### src/rtl/mmcs_pkg.sv
// ============================================================================
// mmcs_pkg - shared definitions for the min/max contrast stretch
// Sample width, quotient width, operation codes and the structs passed
// between the range tracker, the serial divider and the top level.
// ============================================================================
package mmcs_pkg;

    localparam int SAMPLE_BITS = 16;
    localparam int PORT_BITS   = 16;
    localparam int QUOT_BITS   = 8;
    localparam int CNT_BITS    = $clog2(QUOT_BITS);
    localparam int PROD_BITS   = SAMPLE_BITS + QUOT_BITS;

    localparam logic                 OP_MEASURE = 1'b0;
    localparam logic                 OP_SCALE   = 1'b1;
    localparam logic [QUOT_BITS-1:0] SCALE_MIN  = '0;
    localparam logic [QUOT_BITS-1:0] SCALE_MAX  = '1;

    typedef struct packed {
        logic [SAMPLE_BITS-1:0] lo;
        logic [SAMPLE_BITS-1:0] hi;
    } range_t;

    typedef struct packed {
        logic                   fixed;
        logic [QUOT_BITS-1:0]   fixed_val;
        logic [SAMPLE_BITS-1:0] diff;
        logic [SAMPLE_BITS-1:0] span;
    } job_t;

endpackage

### src/rtl/mmcs_range.sv
// ============================================================================
// mmcs_range - running minimum and maximum of the measure pass
// The first measure item after reset or after a frame end loads both bounds.
// ============================================================================
module mmcs_range
    import mmcs_pkg::*;
(
    input  logic                   aclk,
    input  logic                   aresetn,
    input  logic                   upd,
    input  logic [SAMPLE_BITS-1:0] sample,
    input  logic                   frame_end,
    output range_t                 range
);

    logic [SAMPLE_BITS-1:0] min_reg, min_next;
    logic [SAMPLE_BITS-1:0] max_reg, max_next;
    logic                   reseed_reg, reseed_next;

    always_comb begin
        min_next    = min_reg;
        max_next    = max_reg;
        reseed_next = reseed_reg;
        if (upd) begin
            if (reseed_reg) begin
                min_next = sample;
                max_next = sample;
            end else begin
                if (sample < min_reg) min_next = sample;
                if (sample > max_reg) max_next = sample;
            end
            reseed_next = frame_end;
        end
    end

    always_ff @(posedge aclk) begin
        if (!aresetn) begin
            min_reg    <= '0;
            max_reg    <= '0;
            reseed_reg <= 1'b1;
        end else begin
            min_reg    <= min_next;
            max_reg    <= max_next;
            reseed_reg <= reseed_next;
        end
    end

    assign range.lo = min_reg;
    assign range.hi = max_reg;

endmodule

### src/rtl/mmcs_div.sv
// ============================================================================
// mmcs_div - radix-2 serial divider with output register
// Forms diff*255, then shifts out one quotient bit per cycle against the span.
// ============================================================================
module mmcs_div
    import mmcs_pkg::*;
(
    input  logic                 aclk,
    input  logic                 aresetn,
    input  logic                 start,
    input  job_t                 job,
    output logic                 idle,
    output logic                 m_valid,
    input  logic                 m_ready,
    output logic [QUOT_BITS-1:0] m_scaled
);

    typedef enum logic [1:0] {
        ST_IDLE,
        ST_PREP,
        ST_STEP,
        ST_HOLD
    } state_t;

    localparam logic [CNT_BITS-1:0] CNT_LAST = CNT_BITS'(QUOT_BITS - 1);

    state_t                 state_reg, state_next;
    logic [CNT_BITS-1:0]    cnt_reg, cnt_next;
    logic [SAMPLE_BITS-1:0] rem_reg, rem_next;
    logic [SAMPLE_BITS-1:0] span_reg, span_next;
    logic [QUOT_BITS-1:0]   low_reg, low_next;
    logic [QUOT_BITS-1:0]   quot_reg, quot_next;
    logic                   m_valid_reg, m_valid_next;
    logic [QUOT_BITS-1:0]   m_scaled_reg, m_scaled_next;

    logic [PROD_BITS-1:0]   prod;
    logic [SAMPLE_BITS:0]   trial;
    logic [SAMPLE_BITS:0]   trial_sub;
    logic                   ge;

    assign prod      = {rem_reg, {QUOT_BITS{1'b0}}} - {{QUOT_BITS{1'b0}}, rem_reg};
    assign trial     = {rem_reg, low_reg[QUOT_BITS-1]};
    assign trial_sub = trial - {1'b0, span_reg};
    assign ge        = trial >= {1'b0, span_reg};

    always_comb begin
        state_next    = state_reg;
        cnt_next      = cnt_reg;
        rem_next      = rem_reg;
        span_next     = span_reg;
        low_next      = low_reg;
        quot_next     = quot_reg;
        m_valid_next  = m_valid_reg && !m_ready;
        m_scaled_next = m_scaled_reg;
        unique case (state_reg)
            ST_IDLE: begin
                if (start) begin
                    rem_next  = job.diff;
                    span_next = job.span;
                    quot_next = job.fixed_val;
                    cnt_next  = '0;
                    state_next = job.fixed ? ST_HOLD : ST_PREP;
                end
            end
            ST_PREP: begin
                rem_next   = prod[PROD_BITS-1:QUOT_BITS];
                low_next   = prod[QUOT_BITS-1:0];
                state_next = ST_STEP;
            end
            ST_STEP: begin
                rem_next  = ge ? trial_sub[SAMPLE_BITS-1:0] : trial[SAMPLE_BITS-1:0];
                quot_next = {quot_reg[QUOT_BITS-2:0], ge};
                low_next  = {low_reg[QUOT_BITS-2:0], 1'b0};
                cnt_next  = cnt_reg + 1'b1;
                if (cnt_reg == CNT_LAST) state_next = ST_HOLD;
            end
            ST_HOLD: begin
                if (!m_valid_reg || m_ready) begin
                    m_valid_next  = 1'b1;
                    m_scaled_next = quot_reg;
                    state_next    = ST_IDLE;
                end
            end
            default: state_next = ST_IDLE;
        endcase
    end

    always_ff @(posedge aclk) begin
        if (!aresetn) begin
            state_reg   <= ST_IDLE;
            m_valid_reg <= 1'b0;
            cnt_reg     <= '0;
        end else begin
            state_reg   <= state_next;
            m_valid_reg <= m_valid_next;
            cnt_reg     <= cnt_next;
        end
        rem_reg      <= rem_next;
        span_reg     <= span_next;
        low_reg      <= low_next;
        quot_reg     <= quot_next;
        m_scaled_reg <= m_scaled_next;
    end

    assign idle     = state_reg == ST_IDLE;
    assign m_valid  = m_valid_reg;
    assign m_scaled = m_scaled_reg;

endmodule

### src/rtl/min_max_contrast_stretch.sv
// ============================================================================
// min_max_contrast_stretch - min/max contrast stretch to 0..255
// Measure items track the frame range; scale items are stretched through a
// serial divider and delivered through an output register.
//
//   channel   direction  ports                              item
//   s_        in         s_valid s_ready s_op s_sample       one sample
//                        s_frame_end
//   m_        out        m_valid m_ready m_scaled            one stretched value
//
// A measure item is accepted whenever it is offered, also while the divider is busy.
// A scale item strictly inside the range is loaded, then diff*255 is formed, eight
// quotient bits follow one per cycle, and the result is written to the free output register.
// A flat frame or a sample at or beyond either bound skips the division steps.
// A stalled output holds the next finished scale item in the divider.
// Reset is synchronous and clears the range to zero with reseed pending.
// ============================================================================
module min_max_contrast_stretch
    import mmcs_pkg::*;
(
    input  logic                 aclk,
    input  logic                 aresetn,
    input  logic                 s_valid,
    output logic                 s_ready,
    input  logic                 s_op,
    input  logic [PORT_BITS-1:0] s_sample,
    input  logic                 s_frame_end,
    output logic                 m_valid,
    input  logic                 m_ready,
    output logic [QUOT_BITS-1:0] m_scaled
);

    logic                   div_idle;
    logic                   accept;
    logic [SAMPLE_BITS-1:0] s_val;
    range_t                 range;
    job_t                   job;
    logic                   flat;
    logic                   below;
    logic                   above;

    assign s_ready = div_idle || (s_op == OP_MEASURE);
    assign accept  = s_valid && s_ready;
    assign s_val   = SAMPLE_BITS'(s_sample);

    mmcs_range u_range (
        .aclk      (aclk),
        .aresetn   (aresetn),
        .upd       (accept && (s_op == OP_MEASURE)),
        .sample    (s_val),
        .frame_end (s_frame_end),
        .range     (range)
    );

    assign flat  = range.hi <= range.lo;
    assign below = s_val <= range.lo;
    assign above = s_val >= range.hi;

    assign job.fixed     = flat || below || above;
    assign job.fixed_val = (!flat && !below && above) ? SCALE_MAX : SCALE_MIN;
    assign job.diff      = s_val - range.lo;
    assign job.span      = range.hi - range.lo;

    mmcs_div u_div (
        .aclk     (aclk),
        .aresetn  (aresetn),
        .start    (accept && (s_op == OP_SCALE)),
        .job      (job),
        .idle     (div_idle),
        .m_valid  (m_valid),
        .m_ready  (m_ready),
        .m_scaled (m_scaled)
    );

endmodule
### config.mk
export PLATFORM = sky130hd
export DESIGN_NAME = min_max_contrast_stretch
export DESIGN_NICKNAME = d
export VERILOG_FILES = /design/src/rtl/mmcs_pkg.sv /design/src/rtl/mmcs_range.sv /design/src/rtl/mmcs_div.sv /design/src/rtl/min_max_contrast_stretch.sv
export SDC_FILE = /design/constraint.sdc
export NUM_CORES = 1
export LEC_CHECK = 0
export BUFFER_PORTS_ARGS = -buffer_cell sky130_fd_sc_hd__buf_4
export CAP_MARGIN = 20
export CORE_MARGIN = 5
export CORE_UTILIZATION = 46
export CTS_CLUSTER_SIZE = 14
export DETAILED_ROUTE_END_ITERATION = 12
export PLACE_DENSITY = 0.62
export SLEW_MARGIN = 25
export SYNTH_ARGS = -nofsm -noshare
export SYNTH_HDL_FRONTEND = slang
export SYNTH_SLANG_ARGS = --single-unit
### constraint.sdc
create_clock -name aclk -period 3.6 [get_ports aclk]
set_clock_uncertainty 0.15 [all_clocks]
set_input_delay 0.18 -clock aclk [delete_from_list [all_inputs] [get_ports aclk]]
set_output_delay 0.18 -clock aclk [all_outputs]
set_load 0.01 [all_outputs]
[Yosys cells after proc, flatten, opt, wreduce, memory -nomap -nowiden]
Cells that the tools add are included.
Cells by class
  add/subtract/negate cells: 5
  multipliers: 0
  div/mod/pow operators: 0
  order comparisons: 6
  eq/ne operators: 7
  shift-type cells: 0
  multiplexer cells: 20
  bitwise logic cells: 1
  reduce and logical (&&, ||, !) cells: 27
Operators with widths (number)
  16-bit 2-to-1 mux: 6
  16-bit one-hot mux with 3 select lines: 1
  16-bit subtractor: 3
  16-bit less-or-equal comparator: 2
  8-bit one-hot mux with 2 select lines: 2
  24-bit by 16-bit subtractor with 24-bit output: 1
  17-bit by 16-bit >= comparator with 1-bit output: 1
  16-bit >= comparator: 1
  16-bit > comparator: 1
  16-bit < comparator: 1
  8-bit 2-to-1 mux: 2
  2-bit AND reduction: 6
  2-bit 2-to-1 mux: 4
  2-bit one-hot mux with 4 select lines: 1
  2-bit nonzero test: 4
  1-bit logical AND: 6
  2-bit by 1-bit inequality test with 1-bit output (second input constant): 3
  3-bit one-hot mux with 2 select lines: 1
  2-bit equality test (second input constant): 2
  1-bit logical NOT: 4
  1-bit logical OR: 4
  3-bit by 1-bit adder with 3-bit output (second input constant): 1
  3-bit equality test (second input constant): 1
  3-bit 2-to-1 mux: 1
  other kinds (6): 7
Storage, ports and cells
  register bits: 95
  bits in latches: 0
  bits in writable memories: 0
  bits in read-only memories: 0
  input bits: 22
  output and inout bits: 10
  logic and storage cells: 77
  memories kept: 0

[Depth between registers and ports, before layout]
Gate-level depths: netlist (run 1).
  depth after elaboration: 7
  gate-level depth with buffers: 11
  depth with buffers taken out: 11

[Modules after synthesis]
From an unflattened synthesis (run 1), not the netlist that was laid out.
Unflattened totals
  cell total of the unflattened synthesis: 900
  area, all modules: 8196.6 µm²
Modules (own cells, without submodules)
  mmcs_div: instances 1, cells each 394, area an instance 4130.2 µm², seq. area each 1801.7 µm²
  mmcs_range: instances 1, cells each 233, area an instance 2059.5 µm², seq. area each 660.6 µm²
  min_max_contrast_stretch: instances 1, cells each 273, area an instance 2006.9 µm², seq. area each 0.0 µm²

[Least setup slack after synthesis (run 1)]
Ideal clock, no wire load.
  kind: register -> register
  from: register u_div.low_reg[7]
  to: register u_div.rem_reg[14] (data pin)
  library setup time: 275 ps
  arrival: 2438 ps
  required time: 3175 ps
  setup slack: 736 ps
  cell stages (with the launch flop): 12
  buffers on the path: 0
  clock period less this slack: 2864 ps
  path through: edfxtp_1 > inv_1 > ha_1 > inv_1 > fa_1 > a21oi_1 > o22ai_1 > o311a_1 > o21ba_2 > or4_1 > a31oi_1 > o221ai_1
On the way
  longest elaborated chain between the ends: 3
  elaborated cells between the ends (all ways): 4
  classes of those cells: 1 x add/sub; 1 x order compare; 2 x mux
Ends and longest elaborated chain
  start: declaration: RTL line mmcs_div.sv:31  | logic [QUOT_BITS-1:0] low_reg, low_next;
  start signal: assignment: RTL line mmcs_div.sv:100  | low_reg <= low_next;
  16-bit subtractor or 17-bit by 16-bit >= comparator with 1-bit output (tied branches): RTL line mmcs_div.sv:43, mmcs_div.sv:44
  16-bit 2-to-1 mux (*): RTL line mmcs_div.sv:71  | rem_next = ge ? trial_sub[SAMPLE_BITS-1:0] : trial[SAMPLE_BITS-1:0];
  16-bit one-hot mux with 3 select lines (*): RTL line mmcs_div.sv:55  | unique case (state_reg)
  via u_div.rem_next[14]: RTL line mmcs_div.sv:29  | logic [SAMPLE_BITS-1:0] rem_reg, rem_next;
  end signal: assignment: RTL line mmcs_div.sv:98  | rem_reg <= rem_next;
  end: declaration: RTL line mmcs_div.sv:29
Mark *: on every way through the listed nets, which the timed path passes. The rest lies on a longest branch.
A chain may end at the register's enable or synchronous reset.

[Worst setup path after layout (run 1)]
  from: input port s_sample[0]
  to: register u_div.quot_reg[1] (data pin)
On the way
  longest elaborated chain between the ends: 7
  elaborated cells between the ends (all ways): 8
  classes of those cells: 2 x order compare; 3 x mux; 3 x reduce/logical
Ends and longest elaborated chain
  start: declaration: RTL line min_max_contrast_stretch.sv:26  | input logic [PORT_BITS-1:0] s_sample,
  16-bit less-or-equal comparator: RTL line min_max_contrast_stretch.sv:56  | assign below = s_val <= range.lo;
  1-bit logical NOT: RTL line min_max_contrast_stretch.sv:60  | assign job.fixed_val = (!flat && !below && above) ? SCALE_MAX : SCALE_MIN;
  1-bit logical AND: RTL line min_max_contrast_stretch.sv:60
  1-bit logical AND (*): RTL line min_max_contrast_stretch.sv:60
  8-bit 2-to-1 mux (*): RTL line min_max_contrast_stretch.sv:60
  8-bit 2-to-1 mux (*): RTL line mmcs_div.sv:57  | if (start) begin
  8-bit one-hot mux with 2 select lines (*): RTL line mmcs_div.sv:55
  via u_div.quot_next[1]: RTL line mmcs_div.sv:32  | logic [QUOT_BITS-1:0] quot_reg, quot_next;
  end signal: assignment: RTL line mmcs_div.sv:101  | quot_reg <= quot_next;
  end: declaration: RTL line mmcs_div.sv:32
Mark *: on every way through the listed nets, which the timed path passes. The rest lies on a longest branch. The select of a mux whose other input is x is not followed.

==> results of run 1 <==
-- routing by layer --
metal	vias up	global-route usage, %	part of all wire [%]
met1	2795	27.3	48
met3	23	3.63	4.8
met4	0	4.87	1.7
met2	154	33.0	46
met5	-	0	0
li1	2976	-	-
-- how the worst min path moves through the flow --
stage                               endpoint        start  slack, ns
after detailed placement  u_range.reseed_reg  s_frame_end       0.25
after CTS                 u_range.reseed_reg      aresetn      0.006
after floorplan           u_range.reseed_reg  s_frame_end       0.16
after global routing      u_range.reseed_reg      aresetn       0.03
after global placement    u_range.reseed_reg  s_frame_end       0.25
final                     u_range.reseed_reg      aresetn       0.01
-- through the flow --
step                cell area (um^2)  util (%)  setup slack (ns)  power [mW]  hold WS (ns)
floorplan                       7350         -             0.736        4.41         0.158
global placement                7830      49.7             0.545        5.25         0.252
detailed placement              7830      49.7             0.519        5.29         0.255
CTS                             8340      52.9             0.476        6.43       0.00601
global route                    8340      52.9             0.307        6.90        0.0303
finish                          8340      52.9             0.421        6.43        0.0131
-- area by class of cell --
cell class	count	area [um^2]	area share, %
clock inverter	7	105	1.26
tap	216	270	3.24
timing repair buffer	58	480	5.76
multi-input combinational	606	4510	54.1
sequential	95	2460	29.5
inverter	76	285	3.42
clock buffer	9	225	2.70
-- cells by family (layout without fill, tap and decap cells) --
| group | Yosys count | count (layout) | synth area share (%) |
|---|---|---|---|
| flip-flops | 95 | 95 | 33.5 |
| AND/OR/NAND/NOR | 241 | 241 | 17.0 |
| buffers and inverters | 92 | 150 | 5.07 |
| AO/OA/AOI/OAI | 189 | 189 | 18.2 |
| adder cells (fa/ha/maj) | 82 | 82 | 14.3 |
| XOR/XNOR | 54 | 54 | 6.44 |
| multiplexers | 40 | 40 | 5.48 |
-- power groups by stage --
stage / logic [mW] / registers (mW) / clock network, mW
after floorplan: 2.66 / 1.76 / 0
after global placement: 3.42 / 1.83 / 0
after detailed placement: 3.45 / 1.84 / 0
after CTS: 3.50 / 1.82 / 1.11
after global routing: 3.88 / 1.85 / 1.16
final: 3.53 / 1.83 / 1.08
-- worst reg2reg max path, delay by kind of cell (launching register included) --
kind,cells,cell delay (ns)
AO/OA/AOI/OAI,3,0.63
adder cells (fa/ha/maj),1,0.44
buffers and inverters,1,0.27
flip-flops,1,0.56
multiplexers,1,0.36
AND/OR/NAND/NOR,2,0.55
-- cells in the final DEF, fill, tap and decap left out, types with 5 or more instances in the layout --
master and instances:
sky130_fd_sc_hd__o221ai_1 6, sky130_fd_sc_hd__buf_4 40, sky130_fd_sc_hd__o31ai_1 6, sky130_fd_sc_hd__edfxtp_1 56, sky130_fd_sc_hd__a21oi_1 47, sky130_fd_sc_hd__nand3_1 19
sky130_fd_sc_hd__dfxtp_1 39, sky130_fd_sc_hd__ha_1 79, sky130_fd_sc_hd__xnor2_1 33, sky130_fd_sc_hd__nor2_1 42, sky130_fd_sc_hd__clkbuf_16 9, sky130_fd_sc_hd__o22a_1 8
sky130_fd_sc_hd__or3_1 6, sky130_fd_sc_hd__o21a_1 11, sky130_fd_sc_hd__a31oi_1 9, sky130_fd_sc_hd__nor3_1 14, sky130_fd_sc_hd__mux2i_1 38, sky130_fd_sc_hd__nand2_1 64
sky130_fd_sc_hd__xor2_1 21, sky130_fd_sc_hd__inv_1 76, sky130_fd_sc_hd__and3_1 5, sky130_fd_sc_hd__dlygate4sd3_1 18, sky130_fd_sc_hd__nor2b_1 45, sky130_fd_sc_hd__nand2b_1 8
sky130_fd_sc_hd__nand4_1 11, sky130_fd_sc_hd__a21o_1 20, sky130_fd_sc_hd__and2_1 6, sky130_fd_sc_hd__o21ai_0 35
-- what timing repair did --
item / CTS / global route
hold buffers: 18 / 0
hold endpoints to repair: 31 / 0
resized for setup: 0 / 0
==> impl_metrics.yaml, run 1 <==
power_and_ir_drop:
  internal_power_mw: 3.63
  switching_power_mw: 2.80
  power.combinational.fraction_pct: 54.9
  power.density_cell_area_nw_per_um2: 771
  power.share.sequential_pct: 28.4
  power_switching_share_pct: 43.6
  leakage_nw: 3.38
  vdd_drop_max_uv: 461
  clock_group_share_of_total_power_pct: 16.7
floorplanning:
  fp.dieW_um: 136
  core_um2: 15800
  dieHeight_um: 136
  floorplan.die_area_um2: 18600
  initial_utilization_pct: 46.6
  pin_count: 32
  rows: 46
global_route:
  grt_antenna_before_repair: 0
  largest_net_degree_at_the_start_of_global_routing: 40
  grt_remaining_overflow: 0
  grtUsageTotal_pct: 20.0
  grt_first_pass_wirelength_mm: 29.4
  via_count_of_the_first_global_routing_pass: 5831
clocking:
  cts-root-to-sink-buffers: 2
  cts_tree: "yes"
  post_cts_buffers: 0
  cts_made_buffers: 9
  tritoncts_num_sinks: 95
  clk_pin_slew_worst_paths_ns: 0.07
  root_buffer: "sky130_fd_sc_hd__clkbuf_16"
  clock_latency_ns: 0.35
  cts-htree-levels: 3
critical_path:
  crit_path_max_fanout: 8
  timing.critical_path.from: "s_sample[0]"
  timing.critical_path.depth: 12
  crit_required_ns: 3.65
  timing.critical_path.max_delay_family: "simple AND/OR/NAND/NOR gates"
  cp-end-kind: "register"
  cp.arrival_ns: 3.23
  worstSetupPathType: "input port to register"
  r2r_slack_ns: 0.47
  ff2ff_path_depth: 8
  rr_endpoint: "u_div.rem_reg[5]"
  path_cells: "dlygate4sd3_1 -> buf_4 -> inv_1 -> ha_1 -> fa_1 -> nand2b_1 -> a21oi_1 -> o31ai_2 -> a31oi_2 -> nand2b_1 -> nand4_1 -> nand2_1"
  end_point_of_the_critical_path: "u_div.quot_reg[1]"
  cpPeakStageDelay_ns: 0.53
  timing.critical_path.mode_cell: "sky130_fd_sc_hd__nand2b_1"
  critical_path.startpoint_type: "input port"
  worst_path_max_delay_cell: "sky130_fd_sc_hd__dlygate4sd3_1"
  crit-reg2reg-launch: "u_div.rem_reg[6]"
  cp.buffers_inverters: 3
run_status:
  run_status: "finished clean"
final_layout:
  final_cell_count_no_fill: 1067
  finalNetCount: 950
  drive_gt1_share_pct: 9.05
  antenna_cells_inserted: 0
  area_growth_syn_to_layout_pct: 13.5
  fillerInstances: 1490
timing:
  rsz_0062_raised_after_global_routing: "no"
  final-hold-violation-count: 0
  achievable-frequency_mhz: 315
  finalSetupViolCount: 0
  fin_crit_ns: 3.18
  final_min_period_over_clock_period_pct: 88.3
  max_slew.worst_pin.slew_ns: 0.748
  finalMaxSlewViolations: 0
  setup-tns-final_ns: 0
  timing.slew.headroom_pct: 50.1
synthesis:
  yosysWarnings: 0
  dominant_register_cell_in_the_synthesized_netlist: "sky130_fd_sc_hd__edfxtp_1"
  synth_top_area_cell: "sky130_fd_sc_hd__edfxtp_1"
  post-synth-top-count-cell: "sky130_fd_sc_hd__ha_1"
  synth.area.top_cells: "sky130_fd_sc_hd__edfxtp_1 (23%), sky130_fd_sc_hd__ha_1 (13%), sky130_fd_sc_hd__dfxtp_1 (11%)"
  synthesis.instances: 793
  yosys.cell_types.count: 74
  synthDominantCellAreaShare_pct: 22.9
  synth_async_sr_flop_share_pct: 0
  synth_area_per_cell_um2: 9.26
  commonest_cells_post_synth: "sky130_fd_sc_hd__ha_1 (79), sky130_fd_sc_hd__inv_1 (76), sky130_fd_sc_hd__nand2_1 (64), sky130_fd_sc_hd__edfxtp_1 (56), sky130_fd_sc_hd__a21oi_1 (47)"
  syn_area_um2: 7350
  synth-edff-count: 56
  syn_nets: 897
  synth-seq-area-share_pct: 33.5
  ys_seq_elements: 95
placed_design:
  detailedPlacementHpwl_mm: 13.9
  io_buffer_count: 31
  placed_cells: 1033
  place_congestion: 0.955
drt:
  routedWlPerCell_um: 16.8
  number_of_iterations_in_the_first_detailed_routing_pass: 5
  route.detailed.drc: 0
  num_vias: 5948
  vias_per_cell: 5.57
  routed_wirelength_mm: 18.0
  detailedRoute.firstIterationViolations: 421
  postRouteAntennaNets: 0
min_path:
  hold-path-cell-count: 2
  path_class_of_the_lowest_slack_min_delay_path: "input port to register"
flow_run:
  cap_violations: 0
Power figures use the tool's default switching activity.
==> run 2, diff against run 1 <==
--- a/config.mk
+++ b/config.mk
@@ -7,11 +7,11 @@
 export LEC_CHECK = 0
 export BUFFER_PORTS_ARGS = -buffer_cell sky130_fd_sc_hd__buf_4
 export CAP_MARGIN = 20
-export CORE_MARGIN = 5
+export CORE_MARGIN = 10
 export CORE_UTILIZATION = 46
 export CTS_CLUSTER_SIZE = 14
 export DETAILED_ROUTE_END_ITERATION = 12
-export PLACE_DENSITY = 0.62
+export PLACE_DENSITY = 0.65
 export SLEW_MARGIN = 25
 export SYNTH_ARGS = -nofsm -noshare
 export SYNTH_HDL_FRONTEND = slang
==> constraint.sdc (replaced) <==
create_clock -name aclk -period 2.6 [get_ports aclk]
set_clock_uncertainty 0.15 [all_clocks]
set_input_delay 0.13 -clock aclk [delete_from_list [all_inputs] [get_ports aclk]]
set_output_delay 0.13 -clock aclk [all_outputs]
set_load 0.01 [all_outputs]
==> impl_metrics.yaml, run 2 (synthesis gave the netlist of run 1 again) <==
run_status:
  run_status: "complete, but fails checks"
  violations: "negative setup slack"
timing:
  final-hold-violation-count: 0
  achievable-frequency_mhz: 336
  worst_setup_margin_ns: -0.378
  timing.slew.headroom_pct: 54.0
  fin_crit_ns: 2.98
  rsz_0062_raised_after_global_routing: "yes"
  finalMaxSlewViolations: 0
  max_slew.worst_pin.slew_ns: 0.689
  final_min_period_over_clock_period_pct: 115
  finalSetupViolCount: 17
critical_path:
  cp.arrival_ns: 2.92
  cp-end-kind: "register"
  cp.buffers_inverters: 2
  crit-reg2reg-launch: "u_div.low_reg[7]"
  timing.critical_path.from: "u_div.low_reg[7]"
  crit_required_ns: 2.54
  ff2ff_path_depth: 11
  worstSetupPathType: "register to register"
  timing.critical_path.mode_cell: "sky130_fd_sc_hd__inv_1"
  worst_path_max_delay_cell: "sky130_fd_sc_hd__or4_1"
  rr_endpoint: "u_div.rem_reg[14]"
  cpPeakStageDelay_ns: 0.41
  timing.critical_path.max_delay_family: "compound AO/OA/AOI/OAI gates"
  critical_path.startpoint_type: "register"
  path_cells: "inv_1 -> ha_1 -> inv_1 -> fa_2 -> a21oi_4 -> o22ai_2 -> o311a_1 -> o21ba_4 -> or4_1 -> a31oi_1 -> o221ai_1"
  r2r_slack_ns: -0.38
  crit_path_max_fanout: 2
clocking:
  cts-root-to-sink-buffers: 2
  cts-htree-levels: 3
  tritoncts_num_sinks: 95
  cts_made_buffers: 9
  clk_pin_slew_worst_paths_ns: 0.08
  clock_latency_ns: 0.36
  cts_tree: "yes"
  root_buffer: "sky130_fd_sc_hd__clkbuf_16"
drt:
  postRouteAntennaNets: 0
  route.layer.met1.wl_mm: 9.56
  number_of_iterations_in_the_first_detailed_routing_pass: 5
  met2RoutedLength_mm: 10.3
  detailedRoute.firstIterationViolations: 570
  num_vias: 6673
  vias_per_cell: 5.60
  met3RoutedLength_um: 880
  routedWlPerCell_um: 17.8
  dr.max_layer_used: "met4"
  routed_wirelength_mm: 21.3
  route.detailed.drc: 0
power_and_ir_drop:
  clock_group_share_of_total_power_pct: 11.6
  power_switching_share_pct: 42.9
  vdd_drop_max_uv: 592
  leakage_nw: 4.09
  internal_power_mw: 6.59
  power.share.sequential_pct: 20.9
  power.combinational.fraction_pct: 67.5
  switching_power_mw: 4.95
  power.total_mw: 11.5
  power.density_cell_area_nw_per_um2: 1150
floorplanning:
  initial_utilization_pct: 46.6
  dieHeight_um: 146
  fp.dieW_um: 146
  rows: 46
  floorplan.die_area_um2: 21400
  pin_count: 32
  core_um2: 15800
final_layout:
  antenna_cells_inserted: 0
  sequential_cell_area_in_the_final_layout_um2: 2470
  layout.cells.most_common: "sky130_fd_sc_hd__buf_4"
  finalNetCount: 1074
  cell_area_after_layout_um2: 10000
  drive_gt1_share_pct: 29.8
  fillerInstances: 1276
  final_cell_mix: "sky130_fd_sc_hd__buf_4 (148), sky130_fd_sc_hd__inv_1 (70), sky130_fd_sc_hd__ha_1 (62)"
  area_growth_syn_to_layout_pct: 36.1
  area_of_the_multi_input_gates_um2: 5130
placed_design:
  postPlaceCellArea_um2: 8640
  place_congestion: 0.909
  detailedPlacementHpwl_mm: 15.3
  io_buffer_count: 31
global_route:
  largest_net_degree_at_the_start_of_global_routing: 40
  grt_remaining_overflow: 0
  grt_antenna_before_repair: 0
  grt_first_pass_wirelength_mm: 34.9
  grtUsageTotal_pct: 19.4
  via_count_of_the_first_global_routing_pass: 6965
min_path:
  hold_path_end: "u_div.m_valid"
  hold-path-cell-count: 2
  hold_path_startpoint: "aresetn"
  path_class_of_the_lowest_slack_min_delay_path: "input port to register"
flow_run:
  cap_violations: 0
==> run 2: cell types whose count changed in the layout (fill, tap and decap cells not counted), moves of 7 or more <==
cell                      previous run  this run
sky130_fd_sc_hd__buf_6               0         9
sky130_fd_sc_hd__a21oi_2             0        10
sky130_fd_sc_hd__ha_4                0        13
sky130_fd_sc_hd__ha_1               79        62
sky130_fd_sc_hd__a21oi_1            47        30
sky130_fd_sc_hd__buf_4              40       148
sky130_fd_sc_hd__o21ai_1             1        11
sky130_fd_sc_hd__a21oi_4             1         8
sky130_fd_sc_hd__o21ai_0            35        22
==> run 2: worst max path at each step <==
stage	to	slack (ns)	depth (start not counted)
floorplan	u_div.rem_reg[14]	-0.17	11
global route	u_div.rem_reg[14]	-0.46	11
detailed placement	u_div.rem_reg[14]	-0.39	11
CTS	u_div.rem_reg[14]	-0.36	11
finish	u_div.rem_reg[14]	-0.38	11
global placement	u_div.rem_reg[14]	-0.30	11
==> run 2: power by group through the flow <==
stage	logic [mW]	clock network, mW	registers [mW]
after global routing	8.38	1.41	2.44
final	7.79	1.34	2.41
after detailed placement	5.82	0	2.40
after global placement	5.64	0	2.38
after CTS	7.23	1.36	2.39
after floorplan	3.74	0	2.44
==> run 2: area by class of cell <==
type / instances / share of cell area [%]
multi-input cells: 606 / 51.3
inverters: 76 / 2.85
repair buffers: 182 / 15.6
well taps: 216 / 2.70
clock buffers: 9 / 2.25
flip-flops and latches: 95 / 24.7
clock inverters: 7 / 0.613
==> run 2: what timing repair did <==
item / 4_1_cts / 5_1_grt
gates cloned: 3 / 0
hold buffers: 18 / 0
buffers inserted: 18 / 6
endpoints found under the setup margin: 48 / 45
pin swaps: 24 / 24
hold endpoints to repair: 31 / 0
gates resized for setup: 79 / 58
==> run 2: per-layer routing <==
metal  global-route usage (%)  vias to the layer above
li1                         -                     3234
met1                     24.8                     3206
met2                     32.5                      185
met3                     2.90                       48
met4                     7.01                        0
met5                        0                        -
==> run 2: stage by stage <==
step / worst slack, ns / cells / util, % / setup TNS, ns / hold WS (ns)
after floorplan: -0.170 / 793 / - / -0.181 / 0.108
after global placement: -0.305 / 1131 / 54.8 / -4.99 / 0.201
after detailed placement: -0.389 / 1131 / 54.8 / -7.33 / 0.216
after CTS: -0.358 / 1185 / 61.4 / -1.85 / 0.0214
after global routing: -0.461 / 1191 / 63.4 / -4.34 / 0.0512
final: -0.378 / 1191 / 63.4 / -2.82 / 0.0325
